===== src/emr_pkg.sv =====
// ---------------------------------------------------------------------------
// emr_pkg: shared types and codes for the extent map range lookup
// Item and result layouts, queue command, table entry and kind codes.
// ---------------------------------------------------------------------------
package emr_pkg;

    localparam logic ITEM_WRITE  = 1'b0;
    localparam logic ITEM_LOOKUP = 1'b1;

    localparam logic [1:0] CMD_WRITE  = 2'd0;
    localparam logic [1:0] CMD_LOOKUP = 2'd1;
    localparam logic [1:0] CMD_EMPTY  = 2'd2;
    localparam logic [1:0] CMD_WRAP   = 2'd3;

    localparam logic [1:0] STATUS_OK       = 2'd0;
    localparam logic [1:0] STATUS_WRAP     = 2'd1;
    localparam logic [1:0] STATUS_OVERFLOW = 2'd2;

    localparam logic [1:0] EKIND_ZERO = 2'd0;
    localparam logic [1:0] EKIND_MEM  = 2'd1;
    localparam logic [1:0] EKIND_DISC = 2'd2;
    localparam logic [1:0] EKIND_SD   = 2'd3;

    localparam logic [2:0] RKIND_PASS = 3'd4;

    localparam logic CFG_ENTRIES   = 1'b0;
    localparam logic CFG_RUN_LIMIT = 1'b1;

    typedef struct packed {
        logic        kind;
        logic [7:0]  entry_index;
        logic [63:0] entry_start;
        logic [63:0] entry_length;
        logic [1:0]  entry_kind;
        logic [63:0] entry_source;
        logic [8:0]  entry_skip;
        logic [63:0] query_offset;
        logic [63:0] query_length;
    } item_t;

    typedef struct packed {
        logic [1:0]  status;
        logic        has_run;
        logic [63:0] run_start;
        logic [63:0] run_length;
        logic [2:0]  run_kind;
        logic [63:0] run_source;
        logic [8:0]  run_skip;
        logic        last;
    } result_t;

    typedef struct packed {
        logic [63:0] start;
        logic [63:0] length;
        logic [63:0] source;
        logic [1:0]  kind;
        logic [8:0]  skip;
    } entry_t;

    typedef struct packed {
        logic [1:0]  op;
        logic [7:0]  index;
        entry_t      entry;
        logic [63:0] offset;
        logic [63:0] range_end;
    } cmd_t;

endpackage


===== src/emr_item_if.sv =====
// ---------------------------------------------------------------------------
// emr_item_if: input item channel
// Valid/ready channel carrying one write or lookup item.
// ---------------------------------------------------------------------------
interface emr_item_if;
    import emr_pkg::*;

    logic  valid;
    logic  ready;
    item_t payload;

    modport source (output valid, output payload, input ready);
    modport sink (input valid, input payload, output ready);
endinterface


===== src/emr_front.sv =====
// ---------------------------------------------------------------------------
// emr_front: item intake and classification
// Classifies each item and holds it in a two-entry command queue.
// ---------------------------------------------------------------------------
module emr_front (
    input  logic          clk,
    input  logic          rst_n,
    emr_item_if.sink      item,
    output logic          cmd_valid,
    output emr_pkg::cmd_t cmd,
    input  logic          cmd_pop
);
    import emr_pkg::*;

    cmd_t        q_reg [2];
    logic        wr_ptr_reg, wr_ptr_next;
    logic        rd_ptr_reg, rd_ptr_next;
    logic [1:0]  fill_reg, fill_next;
    cmd_t        new_cmd;
    logic [64:0] sum;
    logic        push;

    // classify: the end is formed here so the back end sees it ready
    always_comb
    begin
        sum                 = {1'b0, item.payload.query_offset}
                              + {1'b0, item.payload.query_length};
        new_cmd.index        = item.payload.entry_index;
        new_cmd.entry.start  = item.payload.entry_start;
        new_cmd.entry.length = item.payload.entry_length;
        new_cmd.entry.source = item.payload.entry_source;
        new_cmd.entry.kind   = item.payload.entry_kind;
        new_cmd.entry.skip   = item.payload.entry_skip;
        new_cmd.offset       = item.payload.query_offset;
        new_cmd.range_end    = sum[63:0];
        if (item.payload.kind == ITEM_WRITE)
        begin
            new_cmd.op = CMD_WRITE;
        end
        else if (item.payload.query_length == 64'd0)
        begin
            new_cmd.op = CMD_EMPTY;
        end
        else if (sum[64])
        begin
            new_cmd.op = CMD_WRAP;
        end
        else
        begin
            new_cmd.op = CMD_LOOKUP;
        end
    end

    assign item.ready = (fill_reg != 2'd2);
    assign push       = item.valid && item.ready;
    assign cmd_valid  = (fill_reg != 2'd0);
    assign cmd        = q_reg[rd_ptr_reg];

    always_comb
    begin
        wr_ptr_next = push ? ~wr_ptr_reg : wr_ptr_reg;
        rd_ptr_next = cmd_pop ? ~rd_ptr_reg : rd_ptr_reg;
        fill_next   = fill_reg + 2'(push) - 2'(cmd_pop);
    end

    always_ff @(posedge clk or negedge rst_n)
    begin
        if (!rst_n)
        begin
            wr_ptr_reg <= 1'b0;
            rd_ptr_reg <= 1'b0;
            fill_reg   <= 2'd0;
        end
        else
        begin
            wr_ptr_reg <= wr_ptr_next;
            rd_ptr_reg <= rd_ptr_next;
            fill_reg   <= fill_next;
        end
    end

    always_ff @(posedge clk)
    begin
        if (push)
        begin
            q_reg[wr_ptr_reg] <= new_cmd;
        end
    end
endmodule


===== src/flat_wrapper.sv =====
// flat-port wrapper written by rule: the top's interface ports become plain ports
module emr_front_flat import emr_pkg::*;
  (clk, rst_n, cmd_valid, cmd, cmd_pop, item_valid, item_payload, item_ready);
  emr_item_if item_i ();
  input  logic clk;
  input  logic rst_n;
  output logic cmd_valid;
  output emr_pkg::cmd_t cmd;
  input  logic cmd_pop;
  input wire logic [$bits(item_i.valid)-1:0] item_valid;
  input wire logic [$bits(item_i.payload)-1:0] item_payload;
  output wire logic [$bits(item_i.ready)-1:0] item_ready;
  assign item_i.valid = item_valid;
  assign item_i.payload = item_payload;
  assign item_ready = item_i.ready;
  emr_front u_core (.clk(clk), .rst_n(rst_n), .item(item_i), .cmd_valid(cmd_valid), .cmd(cmd), .cmd_pop(cmd_pop));
endmodule

===== config.mk =====
export PLATFORM = sky130hd
export DESIGN_NAME = emr_front_flat
export DESIGN_NICKNAME = d
export VERILOG_FILES = /design/src/emr_pkg.sv /design/src/emr_item_if.sv /design/src/emr_front.sv /design/src/flat_wrapper.sv
export SDC_FILE = /design/constraint.sdc
export NUM_CORES = 1
export LEC_CHECK = 0
export ABC_AREA = 1
export ABC_CLOCK_PERIOD_IN_PS = 16970
export BUFFER_PORTS_ARGS = -buffer_cell sky130_fd_sc_hd__buf_2
export CAP_MARGIN = 25
export CORE_MARGIN = 2
export CORE_UTILIZATION = 40
export CTS_CLUSTER_DIAMETER = 100
export DETAILED_ROUTE_END_ITERATION = 16
export PLACE_DENSITY = 0.66
export SYNTH_ARGS = -nofsm -noshare
export SYNTH_HDL_FRONTEND = slang
export SYNTH_SLANG_ARGS = --single-unit

===== constraint.sdc =====
create_clock -name clk -period 16.97 [get_ports clk]
set_input_delay 0.8485 -clock clk [delete_from_list [all_inputs] [get_ports clk]]
set_output_delay 0.8485 -clock clk [all_outputs]
set_load 0.01 [all_outputs]

Word-level counts from Yosys, hierarchy flattened
Memories as Yosys holds them, arrays and structs flattened. Cells that the tools add are included.

Register bits after elaboration: 4. Memories: 1. Output and inout port bits: 343. Bits in writable memories: 682.

Add/subtract/negate cells: 3. Multiplexer cells: 5. Eq/ne operators: 1. Reductions and logical operators: 3. Bitwise gates (word level): 2.

Memory list: u_core.q_reg (depth 2, bits a word 341, read ports 1, clocked after Yosys merged registers in 0, write ports 1, RTL line emr_front.sv:15) `cmd_t q_reg [2];`.

Operators with widths (number): 64-bit by 64-bit adder with 65-bit output (1); 64-bit zero test (1); 2-bit 2-to-1 mux (3); 2-bit by 1-bit adder with 2-bit output (1); 1-bit 2-to-1 mux (2); 2-bit inequality test (second input constant) (1); 1-bit NOT (2); 2-bit nonzero test (1); 2-bit by 1-bit subtractor with 2-bit output (1); 1-bit logical AND (1).

Logic depth before layout (Yosys ltp)
Gate-level depths: netlist of run 1.

Word-level depth: 4. Mapped depth: 14.

Worst setup path before layout of run 1
OpenSTA, ideal clock, no wires.

Path kind: input-to-reg. From: in item_valid. To: mem u_core.q_reg[1][0] in the netlist's numbering, enable pin. Cell stages on the path: 2. Data required time: 15.919 ns. Arrival: 15.073 ns. Slack: 0.845 ns. Cell sequence: nand2_1 -> nor2_1.

Cells in the longest elaborated chain, start to end: 3.

RTL lines: from (decl) (RTL line flat_wrapper.sv:10) `input wire logic [$bits(item_i.valid)-1:0] item_valid;`; 1-bit logical AND (RTL line emr_front.sv:55) `assign push = item.valid && item.ready;`; 1-bit 2-to-1 mux (RTL line emr_front.sv:84) `if (push)`; 1-bit 2-to-1 mux (not written as such) (RTL line emr_front.sv:86) `q_reg[wr_ptr_reg] <= new_cmd;`; to (decl) (RTL line emr_front.sv:15).

Every way passes these cells.

==> results.ini, run 1 <==
[global_route]
met2_usage_pct = 36.8
grt_first_pass_wirelength_mm = 124
grt_usage_pct = 21.4
grt_util_met1_pct = 25.2
antenna_found_initial = 40
met3_usage_pct = 5.44
grt_max_degree = 179
grt_busiest_layer = met2
overflow = 0
grt_pass1_vias = 19964

[place]
dpl_cell_area_sq_um = 35600
dp.cells = 4148
dpl.hpwl_mm = 69.9
place_congestion = 0.964
port_buffers = 686
place_ws_ps = 11870

[logic_synthesis]
syn_area_sq_um = 31000
synth_most_common_cell = edfxtp_1
synth_top_area_share_pct = 66.1
synth_edf_count = 682
netlist_top_cells_area = edfxtp_1 66%, mux2_2 12%, nand2_1 7.5%
synthArstFlopShare_pct = 0.583
seq_area_frac_synth_pct = 66.4
syn_inst = 2448
synth_commonest_cells = 682 x edfxtp_1, 622 x nand2_1, 341 x mux2_2
synth_cell_types = 30
yosysTopAreaCell = edfxtp_1
avgSynthCellArea_sq_um = 12.7
mappedNetlistNets = 2859
synthFlopType = edfxtp_1
ys_ff_latch = 686
yosysWarnings = 0

[layout]
fillerInstances = 6938
final_util_pct = 49.3
nets = 3597
drive_above_1_share_pct = 37.4
stdcell_count = 4299
areaGrowthSynthToFinish_pct = 22.7
fin_area_sq_um = 38000
largest_register_ff_count = 682
multi_input_area_sq_um = 8970
regArea_sq_um = 20600

[clock_network]
clockBufferDepth = 3
cts_resized = 0
cts.sinks = 686
cts_inserted_buffers = 74
cts_tree = built
root_buffer = clkbuf_16
path_clk_slew_ps = 60
postCtsSetupRepairBufs = 0
htree_levels = 3
insertion_delay_ps = 630

[critical_path]
end_kind = primary output
start_kind = register
crit_path_max_incr_delay_ps = 1070
critical_path_class = reg -> out
cp_slowest_cell = dfrtp_4
crit_path_max_fanout = 83
path_cells = buf_4 > buf_4 > buf_4 > mux2_2 > buf_2
rrSetupSlack_ps = 12740
critPathMostFrequentCell = buf_4
crit_buf_inv = 4
arrival_ps = 4900
required_ps = 16120
path_delay_family = buffers and inverters

[pwr]
power_density_nw_per_um2 = 152
p_total_mw = 5.76
ir_drop_v = 0.0000977
p_leak_nw = 16.1

[drt]
drcViolationCount = 0
first_iter_violations = 1570
vias = 20658
wire_per_inst_microns = 20.8
via_per_inst = 4.81
drtAntennaViolNets = 0
drt-pass1-iter-count = 5
drt-total-wl_mm = 89.6

[sta]
fin_crit_ps = 5750
slew_headroom_pct = 20.6
hold_ws_ps = 406
hold_violations = 0
worst_pin_slew_ps = 1190
period_share_pct = 33.9
drv_slew = 0
max_freq_mhz = 174
timing.setup.tns_ps = 0
clock_skew_ps = 22.8
rsz0062_at_grt = no
setup_viol = 0
fin_ws_ps = 11220

[floorplan]
io_pins = 687
die_x_microns = 282
rows = 102
start_util_pct = 40.2
die_area_sq_um = 79700
fp.coreArea_sq_um = 77100
die_h_microns = 282

[run_status]
outcome = completed

[run]
maxCapViolCount = 0

[worst_hold_path]
hp-class = in -> reg

==> power breakdown <==
group,switching [mW],total (mW),leakage (nW),internal (mW)
Combinational,1.03,1.77,8.60,0.747
Sequential,0.149,2.49,6.38,2.34
Clock,0.641,1.50,1.09,0.854
Total,1.82,5.76,16.1,3.94
==> area by class of cell <==
cell class / count / share of cell area (%)
repair buffers: 700 / 9.40
flip-flops and latches: 686 / 54.2
clock inverters: 28 / 0.810
diodes: 24 / 0.158
clock buffers: 97 / 5.16
inverters: 333 / 3.29
well taps: 1040 / 3.42
multi-input cells: 1391 / 23.6
==> cell usage in the layout (no fill, tap or decap), types with 45 or more instances in the layout <==
cell,synthesis,routed
nor2_1,135,133
a21oi_1,45,45
ha_1,66,66
clkbuf_16,0,75
nand2_1,622,622
mux2_2,341,341
buf_2,36,686
inv_1,326,326
nand3_1,46,46
edfxtp_1,682,682
==> worst paths after layout <==
| check | start | end | depth (start not counted) |
|---|---|---|---|
| worst max-delay path | u_core.rd_ptr_reg | cmd[17] | 5 |
| worst min-delay path | item_payload[313] | u_core.q_reg[1][313] | 1 |
| worst max register to register | u_core.fill_reg[1] | u_core.q_reg[0][14] | 7 |
| worst min register to register | u_core.wr_ptr_reg | u_core.wr_ptr_reg | 2 |
| max in group asynchronous | rst_n | u_core.rd_ptr_reg | 2 |
| min in group asynchronous | rst_n | u_core.rd_ptr_reg | 2 |
==> per-layer routing <==
metal | wire length, microns | part of all wire, % | vias up
li1 | - | - | 9862
met1 | 33900 | 38 | 9790
met2 | 44800 | 50 | 824
met3 | 7200 | 8.0 | 166
met4 | 3530 | 3.9 | 16
met5 | 135 | 0.15 | -
==> logic make-up after synthesis <==
group | share of synthesized area, %
and+or+nand+nor | 11.9
DFF | 66.4
buffers and inverters | 4.64
muxes | 12.4
adders and majority gates | 2.73
AOI/OAI and AO/OA | 0.877
xor gates and xnor gates | 0.961
==> what timing repair did <==
item,CTS,global route
hold buffers,1,0
setup endpoints to repair,0,0
hold endpoints to repair,4,0
Note: power is estimated with default switching activity, not from simulation.
==> inputs of run 2 (changes only) <==
ABC_CLOCK_PERIOD_IN_PS = 4800   (was 16970)
clock period = 4.8 ns   (was 16.97 ns; I/O delays follow)
==> run 2 against run 1 <==
Compared with the run above:
- sequential power grew to 3.5 times the previous value
- highest routed layer unchanged
- clock skew grew 4.7 ps
- critical path type unchanged
- cell count rose by 6.5%
- first-iteration DRC count decreased by 14%
- design area is 8.0% higher
- core utilization grew 4.0 points
- largest cell class unchanged
- register-to-register slack lost 10000 ps
==> results.ini, run 2 (synthesis results as in run 1) <==
[run]
maxCapViolCount = 0  ; unchanged

[global_route]
antenna_found_initial = 17  ; was 40
grt_pass1_vias = 22196  ; was 20.0k
overflow = 0  ; unchanged
grt_util_met1_pct = 26.3  ; was 25.2%
grt_max_degree = 91  ; was 179
met2_usage_pct = 38.5  ; was 36.8%
grt_busiest_layer = met2  ; unchanged
grt_usage_pct = 22.3  ; was 21.4%
met3_usage_pct = 5.43  ; was 5.44%
grt_first_pass_wirelength_mm = 132  ; was 124 mm

[critical_path]
crit_path_max_fanout = 86  ; was 83
end_kind = primary output  ; unchanged
start_kind = register  ; unchanged
crit_path_max_incr_delay_ps = 1070  ; about the same
required_ps = 4560  ; was 16120 ps
arrival_ps = 2900  ; was 4900 ps
path_delay_family = flip-flops  ; was buffers and inverters
cp_slowest_cell = dfrtp_4  ; unchanged
reg2reg_depth = 5  ; was 7
rr_startpoint = u_core.fill_reg[1]  ; unchanged
rrSetupSlack_ps = 2660  ; was 12740 ps
cp.depth = 3  ; was 5
rr_endpoint = u_core.q_reg[0][77]  ; was u_core.q_reg[0][14]
startpoint = u_core.rd_ptr_reg  ; unchanged
path_cells = buf_12 > mux2_2 > buf_2  ; was buf_4 > buf_4 > buf_4 > mux2_2 > buf_2
critical_path_class = reg -> out  ; unchanged
crit_end = cmd[64]  ; was cmd[17]
crit_buf_inv = 2  ; was 4

[drt]
drt-total-wl_mm = 92.5  ; was 89.6 mm
wire_per_inst_microns = 20.2  ; was 20.8 microns
drtAntennaViolNets = 0  ; unchanged
vias = 21754  ; was 20.7k
drcViolationCount = 0  ; unchanged
first_iter_violations = 1357  ; was 1570
drt-pass1-iter-count = 5  ; unchanged
via_per_inst = 4.75  ; was 4.81

[layout]
largest_register_ff_count = 682  ; unchanged
nets = 3884  ; was 3597
areaGrowthSynthToFinish_pct = 32.5  ; was 22.7%
drive_above_1_share_pct = 35.0  ; was 37.4%
multi_input_area_sq_um = 8980  ; was 8970 sq um
most-common-layout-cells = 686 x buf_2, 682 x edfxtp_1, 620 x nand2_1  ; was 686 x buf_2, 682 x edfxtp_1, 622 x nand2_1
fillerInstances = 6603  ; was 6938
regArea_sq_um = 20600  ; unchanged
fin_area_sq_um = 41100  ; was 38000 sq um
layout_commonest_cell = buf_2  ; unchanged

[place]
port_buffers = 686  ; unchanged
dpl_cell_area_sq_um = 35800  ; was 35600 sq um
place_congestion = 0.958  ; was 0.964
dpl.hpwl_mm = 67.5  ; was 69.9 mm

[floorplan]
die_x_microns = 282  ; unchanged
start_util_pct = 40.2  ; unchanged
io_pins = 687  ; unchanged
die_area_sq_um = 79700  ; unchanged
rows = 102  ; unchanged
die_h_microns = 282  ; unchanged
fp.coreArea_sq_um = 77100  ; unchanged

[pwr]
ir_drop_v = 0.000401  ; was 0.0000977 V
p_leak_nw = 17.4  ; was 16.1 nW
power_density_nw_per_um2 = 514  ; was 152 nW/um^2

[clock_network]
cts_tree = built  ; unchanged
path_clk_slew_ps = 60  ; about the same
insertion_delay_ps = 610  ; was 630 ps
root_buffer = clkbuf_16  ; unchanged
cts.sinks = 686  ; unchanged
clockBufferDepth = 3  ; unchanged
cts_inserted_buffers = 74  ; unchanged
htree_levels = 3  ; unchanged

[sta]
worst_pin_slew_ps = 997  ; was 1190 ps
fin_crit_ps = 3140
setup_viol = 0  ; unchanged
max_freq_mhz = 319
timing.setup.tns_ps = 0  ; unchanged
drv_slew = 0  ; unchanged
clock_skew_ps = 27.5  ; was 22.8 ps
period_share_pct = 65.3
hold_violations = 0  ; unchanged
slew_headroom_pct = 33.5  ; was 20.6%
rsz0062_at_grt = no  ; unchanged

[worst_hold_path]
hp-class = in -> reg  ; unchanged

[run_status]
outcome = completed  ; unchanged

run 2: area by class of cell:
cell class	count	area share [%]
diodes	10	0.0610
clock buffers	89	4.65
clock inverters	43	1.10
inverters	333	3.04
multi-input cells	1391	21.9
flip-flops and latches	686	50.1
well taps	1040	3.17
repair buffers	987	16.0
run 2: what timing repair did:
item	4_1_cts	5_1_grt
hold endpoints to repair	559	0
setup buffers	0	0
hold buffers	280	0
setup endpoints to repair	0	0
resized for setup	0	0
run 2: how the worst min path moves through the flow:
stage,from,endpoint,slack [ps],cells after the start
floorplan,rst_n,u_core.fill_reg[0],-60,0
finish,item_payload[1],u_core.q_reg[0][1],110,2
global placement,rst_n,u_core.wr_ptr_reg,50,1
CTS,item_payload[1],u_core.q_reg[0][1],70,2
detailed placement,rst_n,u_core.fill_reg[0],50,1
global route,item_payload[1],u_core.q_reg[0][1],100,2
run 2: worst reg2reg max path: cells and delay by family, from the launching register on:
kind / cells / cell delay [ps]
flip-flops: 1 / 410
buffers and inverters: 2 / 580
AND/OR/NAND/NOR: 3 / 650
run 2: report_power, final:
group | total (mW) | internal (mW) | switching, mW | leakage, nW
Clock | 5.50 | 3.11 | 2.39 | 1.15
Combinational | 6.97 | 2.91 | 4.06 | 9.85
Sequential | 8.63 | 8.24 | 0.389 | 6.38
run 2: stage by stage:
step | util, % | total power, mW | hold slack (ps) | std cells | setup WS (ps)
2_1_floorplan | - | 12.8 | -55.6 | 2448 | -1250
3_3_place_gp | 46.5 | 15.4 | 53.6 | 4155 | 2240
3_5_place_dp | 46.5 | 15.5 | 50.7 | 4156 | 2260
4_1_cts | 53.2 | 21.2 | 68.3 | 4568 | 1570
5_1_grt | 53.3 | 22.1 | 98.5 | 4579 | 1490
6_report | 53.3 | 21.1 | 115 | 4579 | 1660
run 2: metal layers:
| metal | share of wire (%) | vias to the layer above |
|---|---|---|
| li1 | - | 10412 |
| met1 | 39 | 10304 |
| met2 | 49 | 822 |
| met3 | 7.3 | 210 |
| met4 | 4.4 | 6 |
| met5 | 0.041 | - |
